File: config.mk
export PLATFORM = sky130hd
export DESIGN_NAME = base64_stream_decoder_unit_flat
export DESIGN_NICKNAME = d
export VERILOG_FILES = /design/src/rtl/core/b64d_pkg.sv /design/src/rtl/core/b64d_if.sv /design/src/rtl/core/b64d_quad.sv /design/src/rtl/core/b64d_result_queue.sv /design/src/rtl/core/base64_stream_decoder_unit.sv /design/src/flat_wrapper.sv
export SDC_FILE = /design/constraint.sdc
export NUM_CORES = 1
export LEC_CHECK = 0
export ABC_AREA = 1
export ABC_CLOCK_PERIOD_IN_PS = 4050
export BUFFER_PORTS_ARGS = -buffer_cell sky130_fd_sc_hd__clkbuf_2
export CORE_UTILIZATION = 56
export DETAILED_ROUTE_END_ITERATION = 8
export PLACE_DENSITY = 0.82
export SLEW_MARGIN = 20
export SYNTH_ARGS = -nofsm -noshare
export SYNTH_HDL_FRONTEND = slang
export SYNTH_SLANG_ARGS = --single-unit
File: constraint.sdc
create_clock -name clk -period 4.05 [get_ports clk]
set_clock_uncertainty 0.15 [all_clocks]
set_input_delay 0.6075 -clock clk [delete_from_list [all_inputs] [get_ports clk]]
set_output_delay 0.6075 -clock clk [all_outputs]
set_load 0.05 [all_outputs]
File: src/rtl/core/b64d_pkg.sv
package b64d_pkg;

    typedef logic [6:0] code_t;

    localparam code_t CODE_PAD = 7'h7F;
    localparam code_t CODE_BAD = 7'h7E;

    localparam int BurstMax   = 3;
    localparam int QueueDepth = 6;
    localparam int ReadyLimit = QueueDepth - BurstMax;
    localparam int CountWidth = $clog2(QueueDepth + 1);
    localparam int IndexWidth = $clog2(QueueDepth);

    typedef struct packed {
        logic [7:0] data_byte;
        logic       byte_valid;
        logic       run_last;
        logic       message_done;
        logic       length_error;
    } result_t;

    typedef struct packed {
        logic [1:0]             count;
        result_t [BurstMax-1:0] res;
    } burst_t;

    function automatic code_t map_symbol(input logic [7:0] c);
        logic [7:0] d_upper;
        logic [7:0] d_lower;
        logic [7:0] d_digit;
        code_t      code;
        d_upper = c - 8'd65;
        d_lower = c - 8'd71;
        d_digit = c + 8'd4;
        priority if (c >= 8'h41 && c <= 8'h5A)
        begin
            code = d_upper[6:0];
        end
        else if (c >= 8'h61 && c <= 8'h7A)
        begin
            code = d_lower[6:0];
        end
        else if (c >= 8'h30 && c <= 8'h39)
        begin
            code = d_digit[6:0];
        end
        else if (c == 8'h2B)
        begin
            code = 7'd62;
        end
        else if (c == 8'h2F)
        begin
            code = 7'd63;
        end
        else if (c == 8'h3D)
        begin
            code = CODE_PAD;
        end
        else
        begin
            code = CODE_BAD;
        end
        return code;
    endfunction

endpackage

File: src/rtl/core/b64d_if.sv
interface b64d_sym_if;
    logic       valid;
    logic       ready;
    logic [7:0] symbol;
    logic       message_end;

    modport source (output valid, output symbol, output message_end, input ready);
    modport sink   (input valid, input symbol, input message_end, output ready);
endinterface

interface b64d_res_if;
    logic       valid;
    logic       ready;
    logic [7:0] data_byte;
    logic       byte_valid;
    logic       run_last;
    logic       message_done;
    logic       length_error;

    modport source (output valid, output data_byte, output byte_valid, output run_last,
                    output message_done, output length_error, input ready);
    modport sink   (input valid, input data_byte, input byte_valid, input run_last,
                    input message_done, input length_error, output ready);
endinterface

File: src/rtl/core/b64d_quad.sv
module b64d_quad (
    input  logic             clk,
    input  logic             rst_n,
    input  logic             take,
    input  logic [7:0]       symbol,
    input  logic             message_end,
    output b64d_pkg::burst_t burst
);
    import b64d_pkg::*;

    localparam logic [1:0] LastPos = 2'd3;

    logic [1:0] pos_reg;
    logic [1:0] pos_next;
    code_t      held_reg [3];
    code_t      code;
    code_t      c0;
    code_t      c1;
    code_t      c2;
    logic       drop;
    logic [7:0] b0;
    logic [7:0] b1;
    logic [7:0] b2;

    always_comb
    begin
        code = map_symbol(symbol);
        c0   = held_reg[0];
        c1   = held_reg[1];
        c2   = held_reg[2];
        drop = c0[6] | c1[6] | (c2 == CODE_BAD) | (code == CODE_BAD);
        b0   = {c0[5:0], c1[5:4]};
        b1   = c2[6] ? 8'h00 : {c1[3:0], c2[5:2]};
        b2   = code[6] ? 8'h00 : {c2[1:0], code[5:0]};

        burst    = '0;
        pos_next = pos_reg;
        if (take)
        begin
            if (pos_reg != LastPos)
            begin
                pos_next = message_end ? 2'd0 : pos_reg + 2'd1;
                if (message_end)
                begin
                    burst.count  = 2'd1;
                    burst.res[0] = '{data_byte: 8'h00, byte_valid: 1'b0, run_last: 1'b1,
                                     message_done: 1'b1, length_error: 1'b1};
                end
            end
            else
            begin
                pos_next = 2'd0;
                if (drop)
                begin
                    if (message_end)
                    begin
                        burst.count  = 2'd1;
                        burst.res[0] = '{data_byte: 8'h00, byte_valid: 1'b0, run_last: 1'b1,
                                         message_done: 1'b1, length_error: 1'b0};
                    end
                end
                else
                begin
                    burst.count  = 2'd3;
                    burst.res[0] = '{data_byte: b0, byte_valid: 1'b1, run_last: 1'b0,
                                     message_done: 1'b0, length_error: 1'b0};
                    burst.res[1] = '{data_byte: b1, byte_valid: 1'b1, run_last: 1'b0,
                                     message_done: 1'b0, length_error: 1'b0};
                    burst.res[2] = '{data_byte: b2, byte_valid: 1'b1, run_last: 1'b1,
                                     message_done: message_end, length_error: 1'b0};
                end
            end
        end
    end

    always_ff @(posedge clk or negedge rst_n)
    begin
        if (!rst_n)
        begin
            pos_reg <= '0;
        end
        else
        begin
            pos_reg <= pos_next;
        end
    end

    // hold codes until the quad completes
    always_ff @(posedge clk)
    begin
        if (take && pos_reg != LastPos)
        begin
            held_reg[pos_reg] <= code;
        end
    end

endmodule

File: src/rtl/core/b64d_result_queue.sv
module b64d_result_queue (
    input  logic              clk,
    input  logic              rst_n,
    input  b64d_pkg::burst_t  burst,
    output b64d_pkg::result_t head,
    output logic              head_valid,
    input  logic              head_ready,
    output logic              space_ok
);
    import b64d_pkg::*;

    result_t                 q_reg  [QueueDepth];
    result_t                 q_next [QueueDepth];
    logic [CountWidth-1:0]   count_reg;
    logic [CountWidth-1:0]   count_next;
    logic [CountWidth-1:0]   base;
    logic [CountWidth-1:0]   slot;
    logic                    pop;

    always_comb
    begin
        pop  = (count_reg != '0) && head_ready;
        base = count_reg - CountWidth'(pop);
        slot = base;
        for (int i = 0; i < QueueDepth; i++)
        begin
            q_next[i] = q_reg[i];
        end
        // advance on a transfer
        for (int i = 0; i < QueueDepth - 1; i++)
        begin
            if (pop)
            begin
                q_next[i] = q_reg[i + 1];
            end
        end
        for (int k = 0; k < BurstMax; k++)
        begin
            slot = base + CountWidth'(k);
            if (k < int'(burst.count))
            begin
                q_next[slot[IndexWidth-1:0]] = burst.res[k];
            end
        end
        count_next = base + CountWidth'(burst.count);
    end

    always_ff @(posedge clk or negedge rst_n)
    begin
        if (!rst_n)
        begin
            count_reg <= '0;
        end
        else
        begin
            count_reg <= count_next;
        end
    end

    always_ff @(posedge clk)
    begin
        q_reg <= q_next;
    end

    assign head       = q_reg[0];
    assign head_valid = (count_reg != '0);
    assign space_ok   = (count_reg <= CountWidth'(ReadyLimit));

endmodule

File: src/rtl/core/base64_stream_decoder_unit.sv
// Base64 stream decoder.
// Channel sym takes one character per transfer, with message_end on the last
// character of a message. Channel dec gives decoded results: three bytes for
// each good quad, nothing for a dropped quad, and a byte-less marker result
// when a message ends on a dropped quad, or mid-quad with length_error set.
// Results are registered in the output queue and leave it from its head, one
// result per cycle while dec.ready is high.
// Throughput: one character per cycle while dec.ready is high. Results
// collect in a six-entry output queue; sym.ready stays high while at most
// three results are queued, so a full quad burst always fits.
// Stall: when dec.ready is low the head result holds and the queue fills;
// sym.ready drops once more than three results wait.
// Reset: the queue empties and the quad position returns to the first code;
// held codes are not cleared.
module base64_stream_decoder_unit (
    input logic       clk,
    input logic       rst_n,
    b64d_sym_if.sink  sym,
    b64d_res_if.source dec
);
    import b64d_pkg::*;

    burst_t  burst;
    result_t head;
    logic    space_ok;
    logic    head_valid;

    b64d_quad u_quad (
        .clk         (clk),
        .rst_n       (rst_n),
        .take        (sym.valid && sym.ready),
        .symbol      (sym.symbol),
        .message_end (sym.message_end),
        .burst       (burst)
    );

    b64d_result_queue u_queue (
        .clk        (clk),
        .rst_n      (rst_n),
        .burst      (burst),
        .head       (head),
        .head_valid (head_valid),
        .head_ready (dec.ready),
        .space_ok   (space_ok)
    );

    assign sym.ready        = space_ok;
    assign dec.valid        = head_valid;
    assign dec.data_byte    = head.data_byte;
    assign dec.byte_valid   = head.byte_valid;
    assign dec.run_last     = head.run_last;
    assign dec.message_done = head.message_done;
    assign dec.length_error = head.length_error;

endmodule

File: src/flat_wrapper.sv
// flat-port wrapper written by rule: the top's interface ports become plain ports
module base64_stream_decoder_unit_flat import b64d_pkg::*;
  (clk, rst_n, sym_valid, sym_symbol, sym_message_end, sym_ready, dec_valid, dec_data_byte, dec_byte_valid, dec_run_last, dec_message_done, dec_length_error, dec_ready);
  b64d_sym_if sym_i ();
  b64d_res_if dec_i ();
  input logic clk;
  input logic rst_n;
  input wire logic [$bits(sym_i.valid)-1:0] sym_valid;
  input wire logic [$bits(sym_i.symbol)-1:0] sym_symbol;
  input wire logic [$bits(sym_i.message_end)-1:0] sym_message_end;
  output wire logic [$bits(sym_i.ready)-1:0] sym_ready;
  output wire logic [$bits(dec_i.valid)-1:0] dec_valid;
  output wire logic [$bits(dec_i.data_byte)-1:0] dec_data_byte;
  output wire logic [$bits(dec_i.byte_valid)-1:0] dec_byte_valid;
  output wire logic [$bits(dec_i.run_last)-1:0] dec_run_last;
  output wire logic [$bits(dec_i.message_done)-1:0] dec_message_done;
  output wire logic [$bits(dec_i.length_error)-1:0] dec_length_error;
  input wire logic [$bits(dec_i.ready)-1:0] dec_ready;
  assign sym_i.valid = sym_valid;
  assign sym_i.symbol = sym_symbol;
  assign sym_i.message_end = sym_message_end;
  assign sym_ready = sym_i.ready;
  assign dec_valid = dec_i.valid;
  assign dec_data_byte = dec_i.data_byte;
  assign dec_byte_valid = dec_i.byte_valid;
  assign dec_run_last = dec_i.run_last;
  assign dec_message_done = dec_i.message_done;
  assign dec_length_error = dec_i.length_error;
  assign dec_i.ready = dec_ready;
  base64_stream_decoder_unit u_core (.clk(clk), .rst_n(rst_n), .sym(sym_i), .dec(dec_i));
endmodule
# Word-level counts from Yosys, hierarchy flattened
# Memory sizes are Yosys's and may differ from the RTL's.
# Index checks and enable logic that the tools add are counted.
totals:
  mem_bits_rw: 21
  out_inout_bits: 14
  elab_cells: 118
  register_bits: 77
  memories: 1
mem_list:
  columns: ["name", "words", "word_bits", "read_ports", "rd_ports_with_merged_regs", "write_ports", "line", "source"]
  rows:
  - ["u_core.u_quad.held_reg", 3, 7, 3, 0, 1, "b64d_quad.sv:15", "code_t held_reg [3];"]
op_classes:
  eq_ne: 6
  n_lt_le_gt_ge: 16
  bitwise_logic: 6
  addsub: 8
  n_mux: 39
  n_reduce_logical: 10
ops:
  columns: ["op", "count"]
  rows:
  - ["72-bit bitwise mux", 3]
  - ["72-bit 2-to-1 mux", 3]
  - ["12-bit 2-to-1 mux", 10]
  - ["12-bit demux with 3-bit select", 3]
  - ["24-bit 2-to-1 mux", 2]
  - ["38-bit 2-to-1 mux", 1]
  - ["7-bit 2-to-1 mux", 5]
  - ["8-bit by 6-bit == test with 1-bit output, second input constant", 3]
  - ["8-bit by 7-bit >= comparator with 1-bit output, second input constant", 2]
  - ["8-bit by 7-bit <= comparator with 1-bit output, second input constant", 2]
  - ["8-bit 2-to-1 mux", 2]
  - ["7-bit == test, second input constant", 2]
  - ["7-bit subtractor, second input constant", 2]
  - ["4-bit >= comparator, second input constant", 3]
  - ["4-bit by 1-bit < comparator with 1-bit output, second input constant", 3]
  - ["3-bit NOT with 4-bit output", 3]
  - ["1-bit logical AND", 9]
  - ["8-bit by 6-bit >= comparator with 1-bit output, second input constant", 1]
  - ["8-bit by 6-bit <= comparator with 1-bit output, second input constant", 1]
  - ["2-bit 2-to-1 mux", 4]
  - ["7-bit by 3-bit adder with 7-bit output, second input constant", 1]
  - ["3-bit 2-to-1 mux", 2]
  - ["1-bit by 2-bit < comparator with 1-bit output, first input constant", 2]
  - ["1-bit 2-to-1 mux", 4]
  - ["other kinds (10)", 12]

# Longest topological paths before layout
# Gate-level depths: netlist of run 1.
depth:
  ltp_word: 18
  ltp_mapped: 22
  ltp_nobuf: 20

# Cells and area by module
# From an unflattened synthesis of run 1, not the netlist that was laid out.
hier_totals:
  cells_unflattened: 1287
  hier_area_um2: 7591.0
modules_own_cells:
  columns: ["mod", "instances", "cells_per_inst", "area_each_um2"]
  rows:
  - ["b64d_result_queue", 1, 1040, 5661.7]
  - ["b64d_quad", 1, 245, 1921.8]
  - ["base64_stream_decoder_unit", 1, 2, 7.5]

# Worst setup path before layout of run 1
# Ideal clock, no wire load.
synth_path:
  kind: "register to register"
  from: "register u_core.u_queue.count_reg[2]"
  to: "register u_core.u_queue.q_reg[28] in the netlist's numbering"
  setup_ns: 0.118
  required_ns: 3.782
  period_less_slack_ns: 4.840
  path_slack_ns: -0.790
  path_buffers: 3
  arrival_ns: 4.572
  path_stages_with_launch: 22
  path_cell_list: "dfrtp_1 inv_1 nand3_1 nand2_1 inv_1 clkbuf_1 buf_1 ha_1 clkbuf_1 clkinv_1 ha_1 or2_2 nand2_1 inv_1 nor2_1 inv_1 nor2_1 inv_1 nor2_2 clkinv_1 nand3_1 a21oi_1"
synth_rtl:
  columns: ["item", "line", "source"]
  rows:
  - ["from (decl)", "b64d_result_queue.sv:14", "logic [CountWidth-1:0] count_reg;"]
  - ["from (signal assigned)", "b64d_result_queue.sv:56", "count_reg <= count_next;"]
  - ["to (signal assigned)", "b64d_result_queue.sv:62", "q_reg <= q_next;"]
  - ["to (decl)", "b64d_result_queue.sv:12", "result_t q_reg [QueueDepth];"]

==> results of run 1 <==
## worst paths after layout
path / start / endpoint / slack (ns)
worst min register to register: u_core.u_queue.q_reg[3] / u_core.u_queue.q_reg[3] / 0.34
min in group asynchronous: rst_n / u_core.u_queue.count_reg[1] / 0.41
max in group asynchronous: rst_n / u_core.u_queue.count_reg[0] / 3.19
worst max-delay path: u_core.u_queue.count_reg[2] / u_core.u_queue.head[11] / 0.39
worst max register to register: u_core.u_queue.count_reg[2] / u_core.u_queue.head[11] / 0.39
worst min-delay path: u_core.u_queue.q_reg[3] / u_core.u_queue.q_reg[3] / 0.34
## layout make-up
type / count / area, um2 / area share, %
Timing Repair Buffer: 42 / 252.7 / 3.817
Clock buffer: 12 / 156.4 / 2.362
Inverter: 97 / 369.1 / 5.574
Tap cell: 140 / 175.2 / 2.646
Sequential cell: 98 / 2197 / 33.18
Clock inverter: 4 / 56.30 / 0.8503
Multi-Input combinational cell: 682 / 3415 / 51.57
## metrics by stage
step	power, mW	util, %	hold slack (ns)	area (um2)	setup slack (ns)
6_report	4.240	61.35	0.3380	6621	0.3856
5_1_grt	4.564	61.35	0.3857	6621	0.1461
4_1_cts	4.215	61.33	0.3252	6619	0.4484
3_5_place_dp	3.531	59.26	0.2825	6396	0.04638
3_3_place_gp	3.498	59.26	0.2796	6396	0.2020
2_1_floorplan	3.143	-	0.1619	6213	0.01858
## cells in the mapped netlist, drive strengths merged, types with 2 or more instances
cell type  number  share of area (%)
xor2            6               0.85
nand3         124                 10
dfxtp          72                 23
buf            28                3.1
nand4          11                1.5
dfrtp           5                2.0
nor3            4               0.40
nor4            3               0.30
mux2i          11                1.8
clkinv          5               0.30
clkbuf         14               0.85
nor2          134                9.1
inv            92                5.6
xnor2           2               0.28
nand2         198                 12
edfxtp         21                 10
ha             16                3.2
o21ai          58                4.7
or2             7               0.71
a21oi          95                7.7
o211ai          8               0.97
## layer usage
metal | routed length [um] | vias to the layer above
met5 | 0 | -
met4 | 587 | 0
met1 | 6932 | 2727
li1 | - | 3042
met3 | 1308 | 56
met2 | 7243 | 328
## cells by family (layout without fill, tap and decap cells)
group / after synthesis / count (layout) / synth area share (%)
buffers and inverters: 139 / 155 / 9.778
DFF: 98 / 98 / 35.47
and+or+nand+nor: 482 / 482 / 34.55
AOI/OAI and AO/OA: 164 / 164 / 13.74
xor gates and xnor gates: 8 / 8 / 1.131
muxes: 11 / 11 / 1.778
adders and majority gates: 17 / 17 / 3.556
## worst register-to-register path: cells and delay by family (launching register included)
family / cells / cell delay, ns
compound gates: 1 / 0.07
fa+ha+maj: 2 / 0.35
buf+inv: 5 / 0.76
flops: 1 / 0.42
simple gates: 10 / 1.81
## power by group through the flow
| stage | clock, mW | sequential (mW) | combinational (mW) |
|---|---|---|---|
| after CTS | 0.694 | 1.57 | 1.95 |
| after floorplan | 0 | 1.61 | 1.53 |
| after detailed placement | 0 | 1.60 | 1.93 |
| after global placement | 0 | 1.59 | 1.91 |
| final | 0.688 | 1.58 | 1.97 |
| after global routing | 0.730 | 1.62 | 2.21 |
## what timing repair did
item	4_1_cts	5_1_grt
resized for setup	0	1
hold endpoints to repair	5	0
buffers inserted	0	0
endpoints found under the setup margin	0	1
hold buffers	1	0
==> flow_summary_export.csv, run 1 <==
group,metric,value,unit
worst_setup_path,reg2regPathDepth,18,
timing,worst_slew_pin_slew,0.6734,ns
pwr,switchingPower,1.847,mW
worst_setup_path,end_kind,"flop",
clock_tree,cts_max_level,3,
clock_tree,insertion_delay,0.38,ns
drt,drt-initial-drc-count,631,
grt,grt_use_met1,38.59,%
floorplanning,io_pins,27,
min_path,hold_path_class,"reg -> reg",
drt,drcViolationCount,0,
floorplanning,core,0.01079,mm2
worst_setup_path,critPathKind,"reg -> reg",
placed_design,dp_cells,1058,
pwr,peakVddDrop,368.3,uV
timing,setup_viol,0,
yosys,seq_area_frac_synth,35.47,%
timing,finalCritPeriodShare,90.48,%
yosys,syn-instance-count,919,
worst_setup_path,cp-start-kind,"flop",
worst_setup_path,cp_slowest_cell,"clkinv_1",
worst_setup_path,cp_cell_sequence,"clkinvlp_4, nand3_4, nand2_2, inv_1, ha_1, ha_1, or2_2, nand2_1, inv_1, or2_2, nand2_1, inv_1, nor2_1, nand2_1, nor2_1, clkinv_1, nand3_1, a21oi_1",
clock_tree,cts.sinks,98,
drt,dr_total_vias,6153,
timing,layout_min_cycle_time,3.664,ns
placed_design,hpwlAfterDp,12030,um
drt,vias_per_cell,5.724,
timing,fmax,0.2729,GHz
timing,grt_setup_unrepaired,"no",
grt,grt_pass1_wl,26250,um
worst_setup_path,cp.buffers_inverters,5,
flow_run,drv_cap,0,
timing,tns,0,ns
worst_setup_path,worst_path_largest_cell_delay,0.44,ns
grt,grt_overflow,0,
outcome,status,"complete, no violations",
layout,fillCellCount,993,
worst_setup_path,critPathArrivalTime,3.78,ns
timing,maxSlewViolCount,0,
yosys,synth_edf_count,21,
floorplanning,die_h,107.2,um
drt,wl,16070,um
floorplanning,dieWidth,107.2,um
clock_tree,clk_pin_slew_worst_paths,0.10,ns
grt,use_met2,45.35,%
grt,grt.busiest_layer,"met2",
yosys,synth-seq-cells,98,
pwr,power_frac_comb,46.6,%
worst_setup_path,critPathTopFamily,"simple AND/OR/NAND/NOR gates",
yosys,synthArstFlopShare,5.102,%
worst_setup_path,required,4.17,ns
yosys,netlist_area,0.006193,mm2
drt,dr.pass1.iters,6,
yosys,yosys_most_used_dff,"dfxtp_1",
worst_setup_path,critPathMaxFanout,9,
pwr,swShare,43.55,%
pwr,p_leak,3.185,nW
pwr,clkPwrFrac,16.2,%
layout,largest_reg_flops,60,
drt,antenna_left,0,
yosys,synth_fp_nets,949,
pwr,p_per_area,640.4,mW/mm2
grt,grt_pass1_vias,5467,
placed_design,gp_congestion,0.9383,
placed_design,io_buffers,26,
pwr,power_frac_seq,37.2,%
grt,grt_usage,28.97,%
yosys,ys_warn_count,0,
layout,area_growth,6.909,%
timing,max_slew_margin,55.11,%
clock_tree,clock_tree.buffer_depth,2,
yosys,avgSynthCellArea,6.739,um2
layout,layout_commonest_cell,"nand2_1",
floorplanning,dieArea,0.01148,mm2
layout,fin_cells,1075,
layout,final_cell_mix,"nand2_1, nand3_1, nor2_1",
drt,wl_per_cell,14.95,um
clock_tree,cts_buffers,9,
yosys,synth_cell_types,40,
layout,fin_nets,960,
pwr,intPower,2.393,mW
floorplanning,initial_core_util,57.38,%
clock_tree,cts_tree,"done",
min_path,hold_path_depth,2,
grt,grt_max_degree,63,
worst_setup_path,cp.depth,18,
grt,grt_antenna_before_repair,0,
floorplanning,std_cell_rows,38,
layout,num_antenna_cells,0,
clock_tree,cts-root-buf,"clkbuf_8",
layout,drive_above_1_share,11.44,%
timing,finalHoldViolCount,0,
grt,grtUsageMet3,4.316,%
No activity file was read; power rests on OpenSTA's default activity.
==> run 2, diff against run 1 <==
PLACE_DENSITY = 0.75   (was 0.82)
==> flow_summary_export.csv, run 2 (synthesized netlist as in run 1, its figures left out) <==
group,metric,value,unit
outcome,status,"complete, no violations",
worst_setup_path,required,4.18,ns
clock_tree,clk_pin_slew_worst_paths,0.09,ns
clock_tree,cts.sinks,98,
grt,grt_pass1_vias,5470,
timing,setup_viol,0,
pwr,peakVddDrop,482.7,uV
layout,area_growth,6.121,%
worst_setup_path,critPathMaxFanout,10,
placed_design,io_buffers,26,
drt,drt-initial-drc-count,524,
worst_setup_path,crit_start,"u_core.u_queue.count_reg[2]",
pwr,p_total,4.164,mW
timing,grt_setup_unrepaired,"no",
timing,fmax,0.2796,GHz
layout,fin_nets,958,
timing,max_slew_margin,53.88,%
pwr,p_per_area,633.5,mW/mm2
clock_tree,cts-resized-gates,0,
floorplanning,initial_core_util,57.38,%
min_path,hp-start,"u_core.u_queue.q_reg[3]",
layout,multi_input_area,0.003412,mm2
layout,drive_above_1_share,11.15,%
clock_tree,cts-root-buf,"clkbuf_8",
drt,wl_per_cell,15.04,um
min_path,hold_path_depth,2,
clock_tree,cts_tree,"done",
layout,layout_commonest_cell,"nand2_1",
layout,register_area,0.002197,mm2
timing,finalCritPeriodShare,88.30,%
grt,grt_max_degree,63,
drt,dr_total_vias,6035,
layout,fillCellCount,1064,
layout,largest_reg_flops,60,
drt,drcViolationCount,0,
timing,tns,0,ns
placed_design,gp_congestion,0.9330,
drt,dr.pass1.iters,5,
worst_setup_path,cp-start-kind,"flop",
min_path,hold_path_class,"reg -> reg",
floorplanning,dieWidth,107.2,um
layout,num_antenna_cells,0,
worst_setup_path,end_kind,"flop",
floorplanning,die_h,107.2,um
grt,grt_overflow,0,
timing,layout_min_cycle_time,3.576,ns
drt,wl,16140,um
worst_setup_path,critPathArrivalTime,3.71,ns
grt,grt_antenna_before_repair,0,
clock_tree,cts_max_level,3,
worst_setup_path,r2r-start,"u_core.u_queue.count_reg[2]",
grt,grt_pass1_wl,26580,um
drt,vias_per_cell,5.624,
timing,maxSlewViolCount,0,
floorplanning,io_pins,27,
flow_run,drv_cap,0,
drt,antenna_left,0,
timing,finalHoldViolCount,0,
pwr,p_leak,3.158,nW
grt,grt_usage,29.30,%
floorplanning,core,0.01079,mm2
clock_tree,clock_tree.buffer_depth,2,
worst_setup_path,critPathKind,"reg -> reg",
clock_tree,insertion_delay,0.39,ns
floorplanning,dieArea,0.01148,mm2
layout,final_cell_mix,"nand2_1, nand3_1, nor2_1",
placed_design,hpwlAfterDp,12020,um
worst_setup_path,reg2regPathDepth,20,
timing,worst_slew_pin_slew,0.6918,ns
clock_tree,cts_buffers,9,
floorplanning,std_cell_rows,38,
-- run 2: path summary, 6_finish.rpt --
check	endpoint	slack (ns)
max in group asynchronous	u_core.u_queue.count_reg[2]	3.21
hold / removal	u_core.u_queue.q_reg[3]	0.33
hold reg to reg	u_core.u_queue.q_reg[3]	0.33
setup reg to reg	u_core.u_queue.q_reg[32]	0.47
min in group asynchronous	u_core.u_quad.pos_reg[1]	0.41
setup / recovery	u_core.u_queue.q_reg[32]	0.47
-- run 2: area by class of cell --
class,instances,area share [%]
Sequential cell,98,33.43
Timing Repair Buffer,40,3.617
Tap cell,140,2.665
Clock buffer,13,2.418
Clock inverter,3,0.3427
Multi-Input combinational cell,682,51.91
Inverter,97,5.616
-- run 2: timing repair --
| action | CTS | global route |
|---|---|---|
| endpoints found under the hold margin | 5 | 0 |
| hold buffers | 1 | 0 |
| buffers inserted | 0 | 0 |
| setup endpoints to repair | 0 | 0 |
-- run 2: critical path, stage by stage, from the launching register on --
cell	delay, ns
dfrtp_1	0.42
clkinvlp_4	0.11
nand3_4	0.07
nand2_2	0.06
inv_1	0.05
ha_1	0.17
ha_1	0.18
or2_2	0.27
nand2_1	0.13
inv_1	0.10
or2_2	0.28
nand2_1	0.09
inv_1	0.06
nor2_1	0.09
inv_1	0.07
nor2_1	0.08
inv_1	0.05
nor2_2	0.37
clkinv_1	0.38
nand3_1	0.18
a21oi_1	0.07
-- run 2: per-stage QoR --
step | instance area (um2) | instances | hold WS (ns) | util (%) | setup WS [ns]
after floorplan | 6213 | 919 | 0.1619 | - | 0.01858
after global placement | 6381 | 1056 | 0.2773 | 59.12 | 0.1903
after detailed placement | 6381 | 1056 | 0.2795 | 59.12 | 0.1694
final | 6573 | 1073 | 0.3279 | 60.90 | 0.4738
after global routing | 6573 | 1073 | 0.3840 | 60.90 | 0.1779
after CTS | 6573 | 1073 | 0.3310 | 60.90 | 0.5589
-- run 2: routing by layer --
metal	GRT usage, %	routed length, um	up-vias
met5	0	0	-
met4	11.35	344	0
met3	3.830	1075	31
met2	45.21	7220	235
met1	41.53	7501	2738
li1	-	-	3031
-- run 2: report_power, final --
| part | switching, mW | internal [mW] | leakage [nW] |
|---|---|---|---|
| Clock | 0.352 | 0.260 | 0.0940 |
| Combinational | 1.32 | 0.662 | 2.22 |
| Sequential | 0.170 | 1.40 | 0.847 |
